<file path="src/sv/popq_pkg.sv">
`timescale 1ns / 1ps
// ----------------------------------------------------------------------------
// Priority-ordered process queue package
// Shared types, request modes and sequencer states for the queue.
// ----------------------------------------------------------------------------
package popq_pkg;

   localparam int DEFAULT_QUEUE_DEPTH = 32;

   localparam logic [1:0] MODE_INSERT = 2'd0;
   localparam logic [1:0] MODE_REMOVE = 2'd1;
   localparam logic [1:0] MODE_LOOKUP = 2'd2;

   typedef struct packed {
      logic [1:0]  mode;
      logic [15:0] item_pid;
      logic [7:0]  item_priority;
   } req_type;

   typedef struct packed {
      logic        found;
      logic [15:0] removed_pid;
      logic [7:0]  removed_priority;
      logic        overflow;
      logic        queue_empty;
      logic [15:0] head_pid;
      logic [7:0]  head_priority;
      logic [5:0]  fill_count;
   } rsp_type;

   typedef struct packed {
      logic [15:0] pid;
      logic [7:0]  priority_num;
   } entry_type;

   typedef enum logic [2:0] {
      ST_IDLE,
      ST_INS_STEP,
      ST_INS_EVAL,
      ST_SCAN_STEP,
      ST_SCAN_EVAL,
      ST_HEAD_RD,
      ST_HEAD_EVAL,
      ST_DONE
   } seq_state_type;

endpackage

</file>
<file path="src/sv/priority_ordered_process_queue_top.sv">
`timescale 1ns / 1ps
// ----------------------------------------------------------------------------
// Priority-ordered process queue
// Sorted queue of (process id, priority) entries with insert, remove by id
// and lookup; every request returns one response.
// ----------------------------------------------------------------------------
// Usage:
//   A request on req_data (mode, item_pid, item_priority) is taken when
//   req_valid is high and req_stall is low. Inserts go after every entry
//   whose priority number is less than or equal to their own; a full queue
//   drops the insert and flags overflow. Removes take the first entry with
//   a matching id, lookups only report whether the id is present.
//   Each request returns one response on rsp_data, qualified by rsp_valid,
//   carrying the head (minimum) entry and the fill count after the request.
//   Entries live in a single-port-read memory, and the sequencer visits
//   each entry by first addressing it, then comparing the read data.
//   req_stall stays high while a request is being worked on, until the
//   sequencer is back in idle.
//   The response sits in an output register; the next request may already
//   be worked on while a response is stalled, but it only completes once
//   that response has been taken. Synchronous reset empties the queue at
//   once; the memory contents are not cleared and need not be.
// ----------------------------------------------------------------------------
module priority_ordered_process_queue_top
   import popq_pkg::*;
#(
   parameter int QUEUE_DEPTH = DEFAULT_QUEUE_DEPTH
) (
   input  logic    clock,
   input  logic    reset,
   input  logic    req_valid,
   output logic    req_stall,
   input  req_type req_data,
   output logic    rsp_valid,
   input  logic    rsp_stall,
   output rsp_type rsp_data
);

   localparam int AW = (QUEUE_DEPTH > 1) ? $clog2(QUEUE_DEPTH) : 1;

   logic          busy;
   logic          done;
   logic          out_free;
   rsp_type       result;
   logic          mem_rd_en;
   logic [AW-1:0] mem_rd_addr;
   entry_type     mem_rd_data;
   logic          mem_wr_en;
   logic [AW-1:0] mem_wr_addr;
   entry_type     mem_wr_data;

   logic    rsp_valid_ff, rsp_valid_in;
   rsp_type rsp_data_ff, rsp_data_in;

   // The response slot frees up when it is empty or being taken this cycle.
   assign out_free  = !rsp_valid_ff || !rsp_stall;
   assign req_stall = busy;

   popq_seq #(
      .QUEUE_DEPTH (QUEUE_DEPTH)
   ) u_seq (
      .clock       (clock),
      .reset       (reset),
      .req_valid   (req_valid),
      .req_data    (req_data),
      .out_free    (out_free),
      .busy        (busy),
      .done        (done),
      .result      (result),
      .mem_rd_en   (mem_rd_en),
      .mem_rd_addr (mem_rd_addr),
      .mem_rd_data (mem_rd_data),
      .mem_wr_en   (mem_wr_en),
      .mem_wr_addr (mem_wr_addr),
      .mem_wr_data (mem_wr_data)
   );

   popq_mem #(
      .QUEUE_DEPTH (QUEUE_DEPTH)
   ) u_mem (
      .clock   (clock),
      .rd_en   (mem_rd_en),
      .rd_addr (mem_rd_addr),
      .rd_data (mem_rd_data),
      .wr_en   (mem_wr_en),
      .wr_addr (mem_wr_addr),
      .wr_data (mem_wr_data)
   );

   // Output register: loads when the sequencer finishes, holds while stalled.
   always_comb begin
      rsp_data_in  = done ? result : rsp_data_ff;
      rsp_valid_in = done || (rsp_valid_ff && rsp_stall);
   end

   always_ff @(posedge clock) begin
      if (reset) begin
         rsp_valid_ff <= 1'b0;
      end else begin
         rsp_valid_ff <= rsp_valid_in;
      end
   end

   always_ff @(posedge clock) begin
      rsp_data_ff <= rsp_data_in;
   end

   assign rsp_valid = rsp_valid_ff;
   assign rsp_data  = rsp_data_ff;

endmodule

</file>
<file path="src/sv/popq_mem.sv">
`timescale 1ns / 1ps
// ----------------------------------------------------------------------------
// Queue entry memory
// One write port and one read port with registered read data.
// ----------------------------------------------------------------------------
module popq_mem
   import popq_pkg::*;
#(
   parameter int QUEUE_DEPTH = DEFAULT_QUEUE_DEPTH,
   localparam int AW = (QUEUE_DEPTH > 1) ? $clog2(QUEUE_DEPTH) : 1
) (
   input  logic          clock,
   input  logic          rd_en,
   input  logic [AW-1:0] rd_addr,
   output entry_type     rd_data,
   input  logic          wr_en,
   input  logic [AW-1:0] wr_addr,
   input  entry_type     wr_data
);

   entry_type mem_ff [QUEUE_DEPTH];
   entry_type rd_data_ff;

   always_ff @(posedge clock) begin
      if (wr_en) begin
         mem_ff[wr_addr] <= wr_data;
      end
      if (rd_en) begin
         rd_data_ff <= mem_ff[rd_addr];
      end
   end

   assign rd_data = rd_data_ff;

endmodule

</file>
<file path="src/sv/popq_seq.sv">
`timescale 1ns / 1ps
// ----------------------------------------------------------------------------
// Queue sequencer
// Walks the entry memory one entry at a time to insert, remove or find.
// ----------------------------------------------------------------------------
module popq_seq
   import popq_pkg::*;
#(
   parameter int QUEUE_DEPTH = DEFAULT_QUEUE_DEPTH,
   localparam int AW = (QUEUE_DEPTH > 1) ? $clog2(QUEUE_DEPTH) : 1,
   localparam int CW = AW + 1
) (
   input  logic          clock,
   input  logic          reset,
   input  logic          req_valid,
   input  req_type       req_data,
   input  logic          out_free,
   output logic          busy,
   output logic          done,
   output rsp_type       result,
   output logic          mem_rd_en,
   output logic [AW-1:0] mem_rd_addr,
   input  entry_type     mem_rd_data,
   output logic          mem_wr_en,
   output logic [AW-1:0] mem_wr_addr,
   output entry_type     mem_wr_data
);

   seq_state_type state_ff, state_in;
   logic [1:0]    mode_ff, mode_in;
   entry_type     item_ff, item_in;
   logic [CW-1:0] idx_ff, idx_in;
   logic [CW-1:0] count_ff, count_in;
   logic          hit_ff, hit_in;
   logic          ovf_ff, ovf_in;
   entry_type     removed_ff, removed_in;
   entry_type     head_ff, head_in;
   logic [CW-1:0] idx_dec;

   assign idx_dec = idx_ff - CW'(1);

   always_ff @(posedge clock) begin
      if (reset) begin
         state_ff <= ST_IDLE;
         count_ff <= '0;
      end else begin
         state_ff <= state_in;
         count_ff <= count_in;
      end
   end

   always_ff @(posedge clock) begin
      mode_ff    <= mode_in;
      item_ff    <= item_in;
      idx_ff     <= idx_in;
      hit_ff     <= hit_in;
      ovf_ff     <= ovf_in;
      removed_ff <= removed_in;
      head_ff    <= head_in;
   end

   always_comb begin
      state_in    = state_ff;
      mode_in     = mode_ff;
      item_in     = item_ff;
      idx_in      = idx_ff;
      count_in    = count_ff;
      hit_in      = hit_ff;
      ovf_in      = ovf_ff;
      removed_in  = removed_ff;
      head_in     = head_ff;
      mem_rd_en   = 1'b0;
      mem_rd_addr = '0;
      mem_wr_en   = 1'b0;
      mem_wr_addr = idx_ff[AW-1:0];
      mem_wr_data = item_ff;
      done        = 1'b0;

      unique case (state_ff)
         ST_IDLE: begin
            if (req_valid) begin
               mode_in    = req_data.mode;
               item_in    = '{pid: req_data.item_pid, priority_num: req_data.item_priority};
               hit_in     = 1'b0;
               ovf_in     = 1'b0;
               removed_in = '0;
               priority if (req_data.mode == MODE_INSERT) begin
                  idx_in = count_ff;
                  if (count_ff >= CW'(QUEUE_DEPTH)) begin
                     ovf_in   = 1'b1;
                     state_in = ST_HEAD_RD;
                  end else begin
                     state_in = ST_INS_STEP;
                  end
               end else if (req_data.mode == MODE_REMOVE ||
                            req_data.mode == MODE_LOOKUP) begin
                  idx_in   = '0;
                  state_in = ST_SCAN_STEP;
               end else begin
                  state_in = ST_HEAD_RD;
               end
            end
         end

         // Walk down from the tail, moving larger entries up one slot.
         ST_INS_STEP: begin
            if (idx_ff == '0) begin
               mem_wr_en = 1'b1;
               count_in  = count_ff + CW'(1);
               state_in  = ST_HEAD_RD;
            end else begin
               mem_rd_en   = 1'b1;
               mem_rd_addr = idx_dec[AW-1:0];
               state_in    = ST_INS_EVAL;
            end
         end

         ST_INS_EVAL: begin
            mem_wr_en = 1'b1;
            if (mem_rd_data.priority_num > item_ff.priority_num) begin
               mem_wr_data = mem_rd_data;
               idx_in      = idx_dec;
               state_in    = ST_INS_STEP;
            end else begin
               count_in = count_ff + CW'(1);
               state_in = ST_HEAD_RD;
            end
         end

         // Search from the head; after a removal hit, close the gap.
         ST_SCAN_STEP: begin
            if (idx_ff >= count_ff) begin
               if (hit_ff) begin
                  count_in = count_ff - CW'(1);
               end
               state_in = ST_HEAD_RD;
            end else begin
               mem_rd_en   = 1'b1;
               mem_rd_addr = idx_ff[AW-1:0];
               state_in    = ST_SCAN_EVAL;
            end
         end

         ST_SCAN_EVAL: begin
            idx_in   = idx_ff + CW'(1);
            state_in = ST_SCAN_STEP;
            if (hit_ff) begin
               mem_wr_en   = 1'b1;
               mem_wr_addr = idx_dec[AW-1:0];
               mem_wr_data = mem_rd_data;
            end else if (mem_rd_data.pid == item_ff.pid) begin
               hit_in = 1'b1;
               if (mode_ff == MODE_REMOVE) begin
                  removed_in = mem_rd_data;
               end else begin
                  state_in = ST_HEAD_RD;
               end
            end
         end

         ST_HEAD_RD: begin
            mem_rd_en   = 1'b1;
            mem_rd_addr = '0;
            state_in    = ST_HEAD_EVAL;
         end

         ST_HEAD_EVAL: begin
            head_in  = (count_ff == '0) ? '0 : mem_rd_data;
            state_in = ST_DONE;
         end

         ST_DONE: begin
            if (out_free) begin
               done     = 1'b1;
               state_in = ST_IDLE;
            end
         end

         default: begin
            state_in = ST_IDLE;
         end
      endcase
   end

   assign busy = (state_ff != ST_IDLE);

   always_comb begin
      result.found            = hit_ff;
      result.removed_pid      = removed_ff.pid;
      result.removed_priority = removed_ff.priority_num;
      result.overflow         = ovf_ff;
      result.queue_empty      = (count_ff == '0);
      result.head_pid         = head_ff.pid;
      result.head_priority    = head_ff.priority_num;
      result.fill_count       = 6'(count_ff);
   end

endmodule

</file>
<file path="config.mk">
export PLATFORM = sky130hd
export DESIGN_NAME = priority_ordered_process_queue_top
export DESIGN_NICKNAME = d
export VERILOG_FILES = /design/src/sv/popq_pkg.sv /design/src/sv/priority_ordered_process_queue_top.sv /design/src/sv/popq_mem.sv /design/src/sv/popq_seq.sv
export SDC_FILE = /design/constraint.sdc
export NUM_CORES = 1
export LEC_CHECK = 0
export BUFFER_PORTS_ARGS = -buffer_cell sky130_fd_sc_hd__buf_2
export CORE_MARGIN = 5
export CORE_UTILIZATION = 58
export CTS_CLUSTER_SIZE = 28
export DETAILED_ROUTE_END_ITERATION = 10
export HOLD_SLACK_MARGIN = 0.15
export PLACE_DENSITY = 0.82
export SLEW_MARGIN = 20
export SYNTH_ARGS = -nofsm -noshare
export SYNTH_HDL_FRONTEND = slang
export SYNTH_HIERARCHICAL = 1
export SYNTH_SLANG_ARGS = --single-unit
</file>
<file path="constraint.sdc">
create_clock -name clock -period 7.95 [get_ports clock]
set_input_delay 0.795 -clock clock [delete_from_list [all_inputs] [get_ports clock]]
set_output_delay 0.795 -clock clock [all_outputs]
set_load 0.03 [all_outputs]
</file>
Word level (Yosys, flattened, before mapping). Memory sizes are Yosys's and may differ from the RTL's. A register that Yosys moved wholly into a read port is not among the register bits. Index checks and enable logic that the tools add are counted.

Bits in writable memories: 768. Input port bits: 30. Register bits: 149. Output and inout port bits: 59. Memories kept: 1.

Memories: u_mem.mem_ff (words 32, width 24, rd ports 1, clocked after Yosys merged registers in 1, write ports 1, RTL line popq_mem.sv:21) `entry_type mem_ff [QUEUE_DEPTH];`.

$add $sub $neg: 4. Equality and inequality tests: 22. Muxes and demuxes: 50. $lt $le $gt $ge: 3. Reduce and logical (&&, ||, !) cells: 20.

Operators with widths (count): $mux 24 (6); $pmux 24 s2 (2); $mux 6 (8); $pmux 6 s3 (2); $mux 3 (10); $pmux 3 s8 (1); $mux 5 (4); $eq 16x16->1 (1); $mux 1 (13); $add 6x1->6 const B (2); $eq 3x3->1 const B (4); $logic_not 6->1 (2); $ne 2x1->1 const B (6); $sub 6x1->6 const B (2); $pmux 5 s2 (1); $reduce_and 5->1 (2); $reduce_bool 3->1 (3); $gt 8x8->1 (1); $ne 2x2->1 const B (4); $eq 3x2->1 const B (2); $ge 6x6->1 (1); $ge 6x6->1 const B (1); $pmux 1 s3 (2); $reduce_and 2->1 (3); 12 further kinds (16).

Depth between registers and ports, before layout. Gate-level depths: netlist of the first run.

Depth after elaboration: 6. Mapped depth: 17. Mapped depth without buffers: 13.

Cells and area by module. Netlist of the first run, hierarchy kept.

Modules (own cells, without submodules): popq_mem (cells an instance 1711, seq. area each 23782.8 sq um, instances 1, area an instance 30720.7 sq um); popq_seq (cells an instance 427, seq. area each 2642.5 sq um, instances 1, area an instance 4912.2 sq um); priority_ordered_process_queue_top (cells an instance 61, seq. area each 1731.7 sq um, instances 1, area an instance 1744.2 sq um).

Least setup slack after synthesis of the first run. No wires, ideal clock.

Kind: in2reg. From: input port rsp_stall. To: register rsp_data_ff (netlist bit rsp_data[0]), enable pin. Arrival: 3411 ps. Cell stages on the path: 3. Path buffers: 0. Setup slack: 4065 ps. Required time: 7476 ps. Cell sequence: nand2_1 -> nand3_1 -> nor2_1.

Word-level cells in the longest chain between the ends: 4.

Ends and longest elaborated chain: from (decl) (RTL line priority_ordered_process_queue_top.sv:35) `input logic rsp_stall,`; $logic_not 1->1 (RTL line priority_ordered_process_queue_top.sv:56) `assign out_free = !rsp_valid_ff || !rsp_stall;`; $logic_or 1x1->1 (RTL line priority_ordered_process_queue_top.sv:56); $mux 1 (RTL line popq_seq.sv:173) `if (out_free) begin`; $mux 1 (RTL line popq_seq.sv:79) `unique case (state_ff)`; via done (RTL line priority_ordered_process_queue_top.sv:42) `logic done;`; to (signal assigned) (RTL line priority_ordered_process_queue_top.sv:105) `rsp_data_ff <= rsp_data_in;`; to (decl) (RTL line priority_ordered_process_queue_top.sv:53) `rsp_type rsp_data_ff, rsp_data_in;`.

The timed path passes the listed nets, and every way through them passes these cells. A chain may end at the register's enable or synchronous reset.

Worst setup path in the final report of the first run.
From: register u_seq.idx_ff[0]. To: register u_mem/rd_data[9] (netlist name).

Word-level cells in the longest chain between the ends: 3. Elaborated cells between the ends (all ways): 9. Classes of those cells: add/sub: 1; order compare: 1; mux: 6; reduce/logical: 1.

Ends and longest elaborated chain: from (decl) (RTL line popq_seq.sv:32) `logic [CW-1:0] idx_ff, idx_in;`; from (signal assigned) (RTL line popq_seq.sv:55) `idx_ff <= idx_in;`; $sub 6x1->6, or another cell as far along (RTL line popq_seq.sv:40) `assign idx_dec = idx_ff - CW'(1);`; $mux 5 (on tied branches) (RTL line popq_seq.sv:107, popq_seq.sv:132); $pmux 5 s2 * (RTL line popq_seq.sv:79); via mem_rd_addr[2] (RTL line priority_ordered_process_queue_top.sv:46) `logic [AW-1:0] mem_rd_addr;`.

The timed path passes the listed nets; every way through them passes the cells marked *.

==> results of run 1 <==
[final cells by class]
cell class                      count  area (µm²)
Clock buffer                      109        2260
Clock inverter                     48         528
Inverter                           27         101
Timing Repair Buffer              130         806
Fill cell                        4082       22600
Antenna cell                        1        2.50
Multi-Input combinational cell   1112        8570
Sequential cell                   941       28200
Tap cell                          855        1070
[power groups by stage]
| stage | clock network, mW | logic [mW] | registers [mW] |
|---|---|---|---|
| floorplan | 0 | 3.00 | 6.94 |
| global placement | 0 | 3.93 | 7.08 |
| detailed placement | 0 | 4.13 | 7.10 |
| CTS | 4.16 | 4.18 | 7.01 |
| global route | 4.39 | 4.54 | 7.05 |
| finish | 4.11 | 4.24 | 7.02 |
[routing by layer]
metal	vias up	wire [µm]	part of all wire [%]	GRT usage (%)
met5	-	13	0.016	0
met4	2	2080	2.5	6.73
met3	191	8370	10	5.19
met2	1243	40500	49	38.0
met1	10100	32000	39	31.8
li1	8799	-	-	-
[synthesized netlist by cell type (all sizes together) (2+ instances only)]
cell	n	area (µm²)
a31oi	25	156
a32oi	2	17.5
o31ai	2	28.8
nand2b	6	40.0
nor2	64	240
a21oi	84	420
o32a	2	20.0
nor3	29	145
nor2b	8	50.1
and2	26	163
a211oi	6	57.6
buf	75	553
o211ai	4	30.0
o21ai	18	93.8
a221oi	2	17.5
dfxtp	10	200
clkbuf	44	169
nand3b	6	45.0
xnor2	28	245
mux2i	387	3870
nor4	2	12.5
nand4	7	43.8
mux2	24	270
ha	22	275
edfxtp	931	28000
inv	27	101
or3b	3	26.3
a22oi	73	548
a22o	48	420
a21o	3	22.5
and3	25	156
xor2	2	17.5
nand2	100	375
nand3	90	450
nor3b	2	20.0
[per-stage QoR]
| step | instances | hold WS (ns) | area [µm²] |
|---|---|---|---|
| floorplan | 2199 | 0.400 | 37400 |
| detailed placement | 3065 | 0.405 | 38700 |
| global route | 3222 | 0.325 | 41500 |
| global placement | 3065 | 0.402 | 38700 |
| CTS | 3222 | 0.315 | 41500 |
| finish | 3223 | 0.350 | 41500 |
[sequential cells by signal, indices dropped and copies added, names as in the netlist]
name	flops
rsp_data	57
rsp_valid	1
u_mem/mem_ff	768
u_mem/rd_data	24
u_seq/count_ff	6
u_seq/hit_ff	1
u_seq/idx_ff	6
u_seq/item_ff	24
u_seq/mode_ff	2
u_seq/ovf_ff	1
u_seq/result	48
u_seq/state_ff	3
[worst max-delay path by stage]
stage                    startpoint                end  depth (start not counted)  slack [ns]
global route        u_seq/idx_ff[0]  u_mem/rd_data[17]                         14        2.47
detailed placement  u_seq/idx_ff[0]  u_mem/rd_data[12]                         14        3.06
CTS                 u_seq/idx_ff[0]   u_mem/rd_data[9]                         14        2.95
global placement    u_seq/idx_ff[0]  u_mem/rd_data[12]                         14        3.26
floorplan                 rsp_stall        rsp_data[0]                          3        4.07
finish              u_seq/idx_ff[0]   u_mem/rd_data[9]                         14        2.80
[cells by family after synthesis]
| kind of cell | after synthesis |
|---|---|
| DFF | 941 |
| muxes | 411 |
| adders and majority gates | 23 |
| xor gates and xnor gates | 30 |
| buffers and inverters | 146 |
| AOI/OAI and AO/OA | 276 |
| and+or+nand+nor | 372 |
==> results.json, run 1 <==
{
  "status": "complete, no violations",
  "p_int_mw": 10.4,
  "crit_buf_inv": 2,
  "hp-start": "req_data[21]",
  "layout_commonest_cell": "edfxtp_1",
  "synthAdderAreaFrac_pct": 0.790,
  "slew_viol_final": 0,
  "ant_nets": 0,
  "synthMuxAreaShare_pct": 11.1,
  "grt_overflow": 0,
  "start_util_pct": 58.3,
  "critical_path_class": "reg2reg",
  "min_to": "u_seq/item_ff[21]",
  "synth_edf_count": 931,
  "synth_compound_area_share_pct": 5.08,
  "clkSinkCount": 941,
  "path_max_fanout": 69,
  "cts_buffers": 86,
  "drive_above_1_share_pct": 13.6,
  "seq_area_frac_synth_pct": 75.3,
  "antenna_found_initial": 2,
  "layout_common_cells": "931 x edfxtp_1, 387 x mux2i_1, 99 x nand2_1",
  "comb_power_share_pct": 27.6,
  "synth_cell_type_count": 58,
  "power_per_cell_area_nw_per_um2": 371,
  "clock_power_share_pct": 26.7,
  "synthesis.area_um2": 37400,
  "crit_path_end_kind": "register",
  "critPathTopFamily": "simple AND/OR/NAND/NOR gates",
  "syn_nets": 2252,
  "peakVddDrop_uv": 233,
  "synthSimpleGateAreaFrac_pct": 4.81,
  "skew_ns": 0.0349,
  "cts_root_buf": "clkbuf_16",
  "worstMarginPinSlew_ns": 1.17,
  "r2r_setup_slack_ns": 2.80,
  "post-cts-setup-buffers": 0,
  "final.setup.tns_ns": 0,
  "wl_um": 82900,
  "cpMaxStageDelayCell": "buf_4",
  "cts_tree": "done",
  "synth_xor_area_share_pct": 0.703,
  "synth_top_family_by_area": "multiplexers",
  "fp-row-count": 93,
  "via_per_inst": 6.32,
  "vias": 20400,
  "io_buffers": 88,
  "finalCriticalPeriod_ns": 5.15,
  "whs_path_depth": 1,
  "fin_util_pct": 64.7,
  "h-tree-depth": 3,
  "drt_iter0_markers": 2631,
  "worstRegToRegCells": 14,
  "fp.coreArea_um2": 64100,
  "p_sw_mw": 4.97,
  "worstPathCellList": "inv_1 > ha_1 > nor3b_2 > nand2_1 > nand3_1 > nor2_1 > o21ai_0 > o21ai_0 > nor2_4 > buf_4 > a22o_1 > nor3_1 > a31oi_1 > nand3_1",
  "leakage_nw": 13.2,
  "async_flop_share_pct": 0,
  "grt_pass1_vias": 19900,
  "worstSkewPairLatency_ns": 0.64,
  "slew_headroom_pct": 22.3,
  "synth-seq-cells": 941,
  "critical_path.max_stage_delay_ns": 0.86,
  "avgSynthCellArea_um2": 17.0,
  "fmax_mhz": 194,
  "netlist_instances": 2199,
  "io_pins": 89,
  "power.total_mw": 15.4,
  "grt_max_degree": 124,
  "synth-main-ff-cell": "edfxtp_1",
  "fin_crit_sh_pct": 64.8,
  "place_congestion": 0.896,
  "fp.dieH_um": 264,
  "required_ns": 8.28,
  "wl_per_cell_um": 25.7,
  "finalSetupViolCount": 0,
  "die_area_um2": 69600,
  "first_pass_iters": 6,
  "clkTransAtPathRegs_ns": 0.06,
  "p_seq_share_pct": 45.7,
  "fin_ws_ns": 2.80,
  "start_kind": "register",
  "yosysWarnings": 6,
  "die_w_um": 264,
  "reg2reg_to": "u_mem/rd_data[9]",
  "area_growth_pct": 11.0,
  "maxCapViolations": 0,
  "r2r_start": "u_seq/idx_ff[0]",
  "grt_use_total_pct": 23.2,
  "grt_pass1_wl_um": 124000,
  "clockBufferDepth": 3,
  "dp_hpwl_um": 47400,
  "cts_hold_buf": 0,
  "drc": 0,
  "dp_slack_ns": 3.06,
  "finalNetCount": 2351,
  "rsz0062_at_grt": "false",
  "swShare_pct": 32.3,
  "crit_arrival_ns": 5.48,
  "hold_viol_final": 0,
  "cts_resized": 0,
  "hold_class": "in2reg"
}
Note: power is estimated with default switching activity, not from simulation.
==> run 2: changes to the inputs <==
--- a/config.mk
+++ b/config.mk
@@ -5,9 +5,10 @@
 export SDC_FILE = /design/constraint.sdc
 export NUM_CORES = 1
 export LEC_CHECK = 0
+export ABC_AREA = 1
 export BUFFER_PORTS_ARGS = -buffer_cell sky130_fd_sc_hd__buf_2
 export CORE_MARGIN = 5
-export CORE_UTILIZATION = 58
+export CORE_UTILIZATION = 56
 export CTS_CLUSTER_SIZE = 28
 export DETAILED_ROUTE_END_ITERATION = 10
 export HOLD_SLACK_MARGIN = 0.15
==> constraint.sdc (replaced) <==
create_clock -name clock -period 4.4 [get_ports clock]
set_input_delay 0.44 -clock clock [delete_from_list [all_inputs] [get_ports clock]]
set_output_delay 0.44 -clock clock [all_outputs]
set_load 0.03 [all_outputs]
==> run 2 against run 1 <==
Effect of this change:
- via count grew 28%
- combinational power grew 140%
- fmax grew 26%
- area after synthesis grew 4.2%
- non-clock buffer count grew 82
- clock skew grew 0.0054 ns
- sequential power grew 81%
- wire length grew 11%
- worst setup slack lost 2.5 ns
- register-to-register slack lost 2.5 ns
- critical path type unchanged
- largest cell class unchanged
==> results.json, run 2 <==
{
  "io_pins": 89,
  "crit_path_start": "u_seq/idx_ff[0]",
  "grt_use_total_pct": 24.4,
  "synthAdderAreaFrac_pct": 0.758,
  "critPathTopFamily": "buffers and inverters",
  "rsz0062_at_grt": "false",
  "cp.depth": 17,
  "worstRegToRegCells": 17,
  "drc": 0,
  "synth_top_family_by_area": "simple AND/OR/NAND/NOR gates",
  "fill_cells": 4671,
  "regArea_um2": 28200,
  "yosysMostFrequentCell": "nand2_1",
  "grt_pass1_vias": 24900,
  "skew_ns": 0.0403,
  "antenna_found_initial": 0,
  "finalNetCount": 3486,
  "synthSimpleGateAreaFrac_pct": 21.2,
  "hold_viol_final": 0,
  "hold_class": "in2reg",
  "wl_per_cell_um": 20.8,
  "synthMuxAreaShare_pct": 0,
  "fin_crit_sh_pct": 92.8,
  "netlist_instances": 3310,
  "ant_nets": 0,
  "cts_tree": "done",
  "synth_top_area_share_pct": 71.8,
  "required_ns": 4.78,
  "yosysWarnings": 6,
  "whs_path_depth": 5,
  "crit_path_end_kind": "register",
  "clockBufferDepth": 3,
  "dp_hpwl_um": 51900,
  "path_common_cell": "nand2_1",
  "final.setup.tns_ns": 0,
  "worstPathCellList": "inv_1 > ha_1 > inv_1 > a21boi_0 > o21ai_1 > nand2_1 > o31ai_4 > clkinv_8 > buf_12 > nand2_1 > nand3_1 > nand3_1 > nand2_1 > nand2_1 > nand2_1 > nand2_1 > nand2_1",
  "fp.dieH_um": 274,
  "drt_iter0_markers": 3753,
  "critical_path_class": "reg2reg",
  "drive_above_1_share_pct": 10.9,
  "grt_overflow": 0,
  "final_area_um2": 43500,
  "largest_reg_flops": 768,
  "synth-main-ff-cell": "edfxtp_1",
  "hp-start": "req_valid",
  "start_kind": "register",
  "wl_met1_um": 33600,
  "synthTopCellsByArea": "edfxtp_1 72%, nand2_1 12%, nand3_1 8.0%",
  "peakVddDrop_uv": 782,
  "post-cts-setup-buffers": 0,
  "finalSetupViolCount": 0,
  "synth_edf_count": 931,
  "grt_max_degree": 168,
  "fmax_mhz": 245,
  "crit_buf_inv": 4,
  "first_pass_iters": 6,
  "seq_area_frac_synth_pct": 72.3,
  "syn_nets": 3363,
  "worstMarginPinSlew_ns": 1.12,
  "fin_util_pct": 63.2,
  "via_per_inst": 5.89,
  "place_congestion": 0.876,
  "leakage_nw": 16.2,
  "slew_headroom_pct": 24.6,
  "cts_resized": 0,
  "clkSinkCount": 941,
  "grt_pass1_wl_um": 142000,
  "synth_xor_area_share_pct": 0.360,
  "synth_compound_area_share_pct": 1.29,
  "status": "complete, no violations",
  "diodes": 0,
  "die_area_um2": 74900,
  "wl_met3_um": 10300,
  "crit_arrival_ns": 4.46,
  "r2r_start": "u_seq/idx_ff[0]",
  "multi_input_comb_area_um2": 9350,
  "place_area_um2": 40500,
  "fp.coreArea_um2": 68800,
  "io_buffers": 88,
  "async_flop_share_pct": 0,
  "met2WireLength_um": 44600,
  "synthesis.area_um2": 39000,
  "slew_viol_final": 0,
  "critical_path.max_stage_delay_ns": 0.51,
  "avgSynthCellArea_um2": 11.8,
  "top_register": "u_mem/mem_ff",
  "clkTransAtPathRegs_ns": 0.07,
  "yosys.area.top_type": "edfxtp_1",
  "highest_layer": "met4",
  "layout_common_cells": "1208 x nand2_1, 931 x edfxtp_1, 624 x nand3_1",
  "h-tree-depth": 3,
  "finalCriticalPeriod_ns": 4.08,
  "layout_commonest_cell": "nand2_1",
  "worstSkewPairLatency_ns": 0.64,
  "path_max_fanout": 91,
  "wl_um": 92300,
  "cts_root_buf": "clkbuf_16",
  "die_w_um": 274,
  "synth-seq-cells": 941,
  "start_util_pct": 56.6,
  "maxCapViolations": 0,
  "fp-row-count": 96,
  "yosys-top-cells-count": "1208 x nand2_1, 931 x edfxtp_1, 624 x nand3_1, 106 x buf_2, 101 x inv_1",
  "cts_buffers": 88,
  "power_per_cell_area_nw_per_um2": 689,
  "synth_cell_type_count": 46,
  "cpMaxStageDelayCell": "clkinv_8",
  "area_growth_pct": 11.7,
  "vias": 26100,
  "timing.hold.ws_ns": 0.284
}
-- run 2: cell count changes after synthesis, sizes merged, moves of 48 or more --
cell | before | now
a22oi | 73 | 0
a21oi | 84 | 16
mux2i | 387 | 0
buf | 75 | 161
a22o | 48 | 0
nand3 | 90 | 626
nand2 | 100 | 1215
inv | 27 | 119
-- run 2: cell type report --
| class | count | share of cell area (%) |
|---|---|---|
| flip-flops and latches | 941 | 64.7 |
| multi-input cells | 2071 | 21.5 |
| clock buffers | 114 | 5.55 |
| repair buffers | 212 | 3.75 |
| well taps | 931 | 2.68 |
| inverters | 119 | 1.08 |
| clock inverters | 43 | 0.705 |
-- run 2: worst paths after layout --
kind         slack (ns)                 to
min reg2reg        0.42        rsp_data[6]
max                0.32   u_mem/rd_data[8]
min                0.28  u_seq/state_ff[1]
max reg2reg        0.32   u_mem/rd_data[8]
-- run 2: layer usage --
layer,vias to the layer above,track usage (%)
met5,-,0
met4,0,10.1
met3,279,4.93
met2,1743,40.1
met1,12300,32.1
li1,11700,-
-- run 2: tightest hold or removal path, stage by stage --
cell and delay, ns:
buf_2 0.11, inv_1 0.09, nand2_1 0.09, nand2_1 0.10, a21oi_1 0.04
-- run 2: cells by family after synthesis --
kind of cell,Yosys count
AOI/OAI and AO/OA,83
xor gates and xnor gates,16
adders and majority gates,23
buffers and inverters,298
DFF,941
and+or+nand+nor,1949
-- run 2: where the power goes --
| group | switching [mW] | internal, mW | leakage [nW] | total (mW) |
|---|---|---|---|---|
| sequential | 0.541 | 12.2 | 8.53 | 12.7 |
| combinational | 7.48 | 2.58 | 6.39 | 10.1 |
| clock | 3.17 | 4.00 | 1.32 | 7.16 |
-- run 2: what timing repair did --
item	4_1_cts	5_1_grt
hold buffers	28	0
setup endpoints to repair	0	0
hold endpoints to repair	29	0
-- run 2: metrics by stage --
step           worst slack, ns  total power [mW]  cells
6_report                 0.315              30.0   4431
5_1_grt                 0.0839              31.5   4431
3_5_place_dp             0.584              22.6   4246
2_1_floorplan           0.0665              19.5   3310
4_1_cts                  0.401              29.8   4431
3_3_place_gp             0.729              22.2   4246
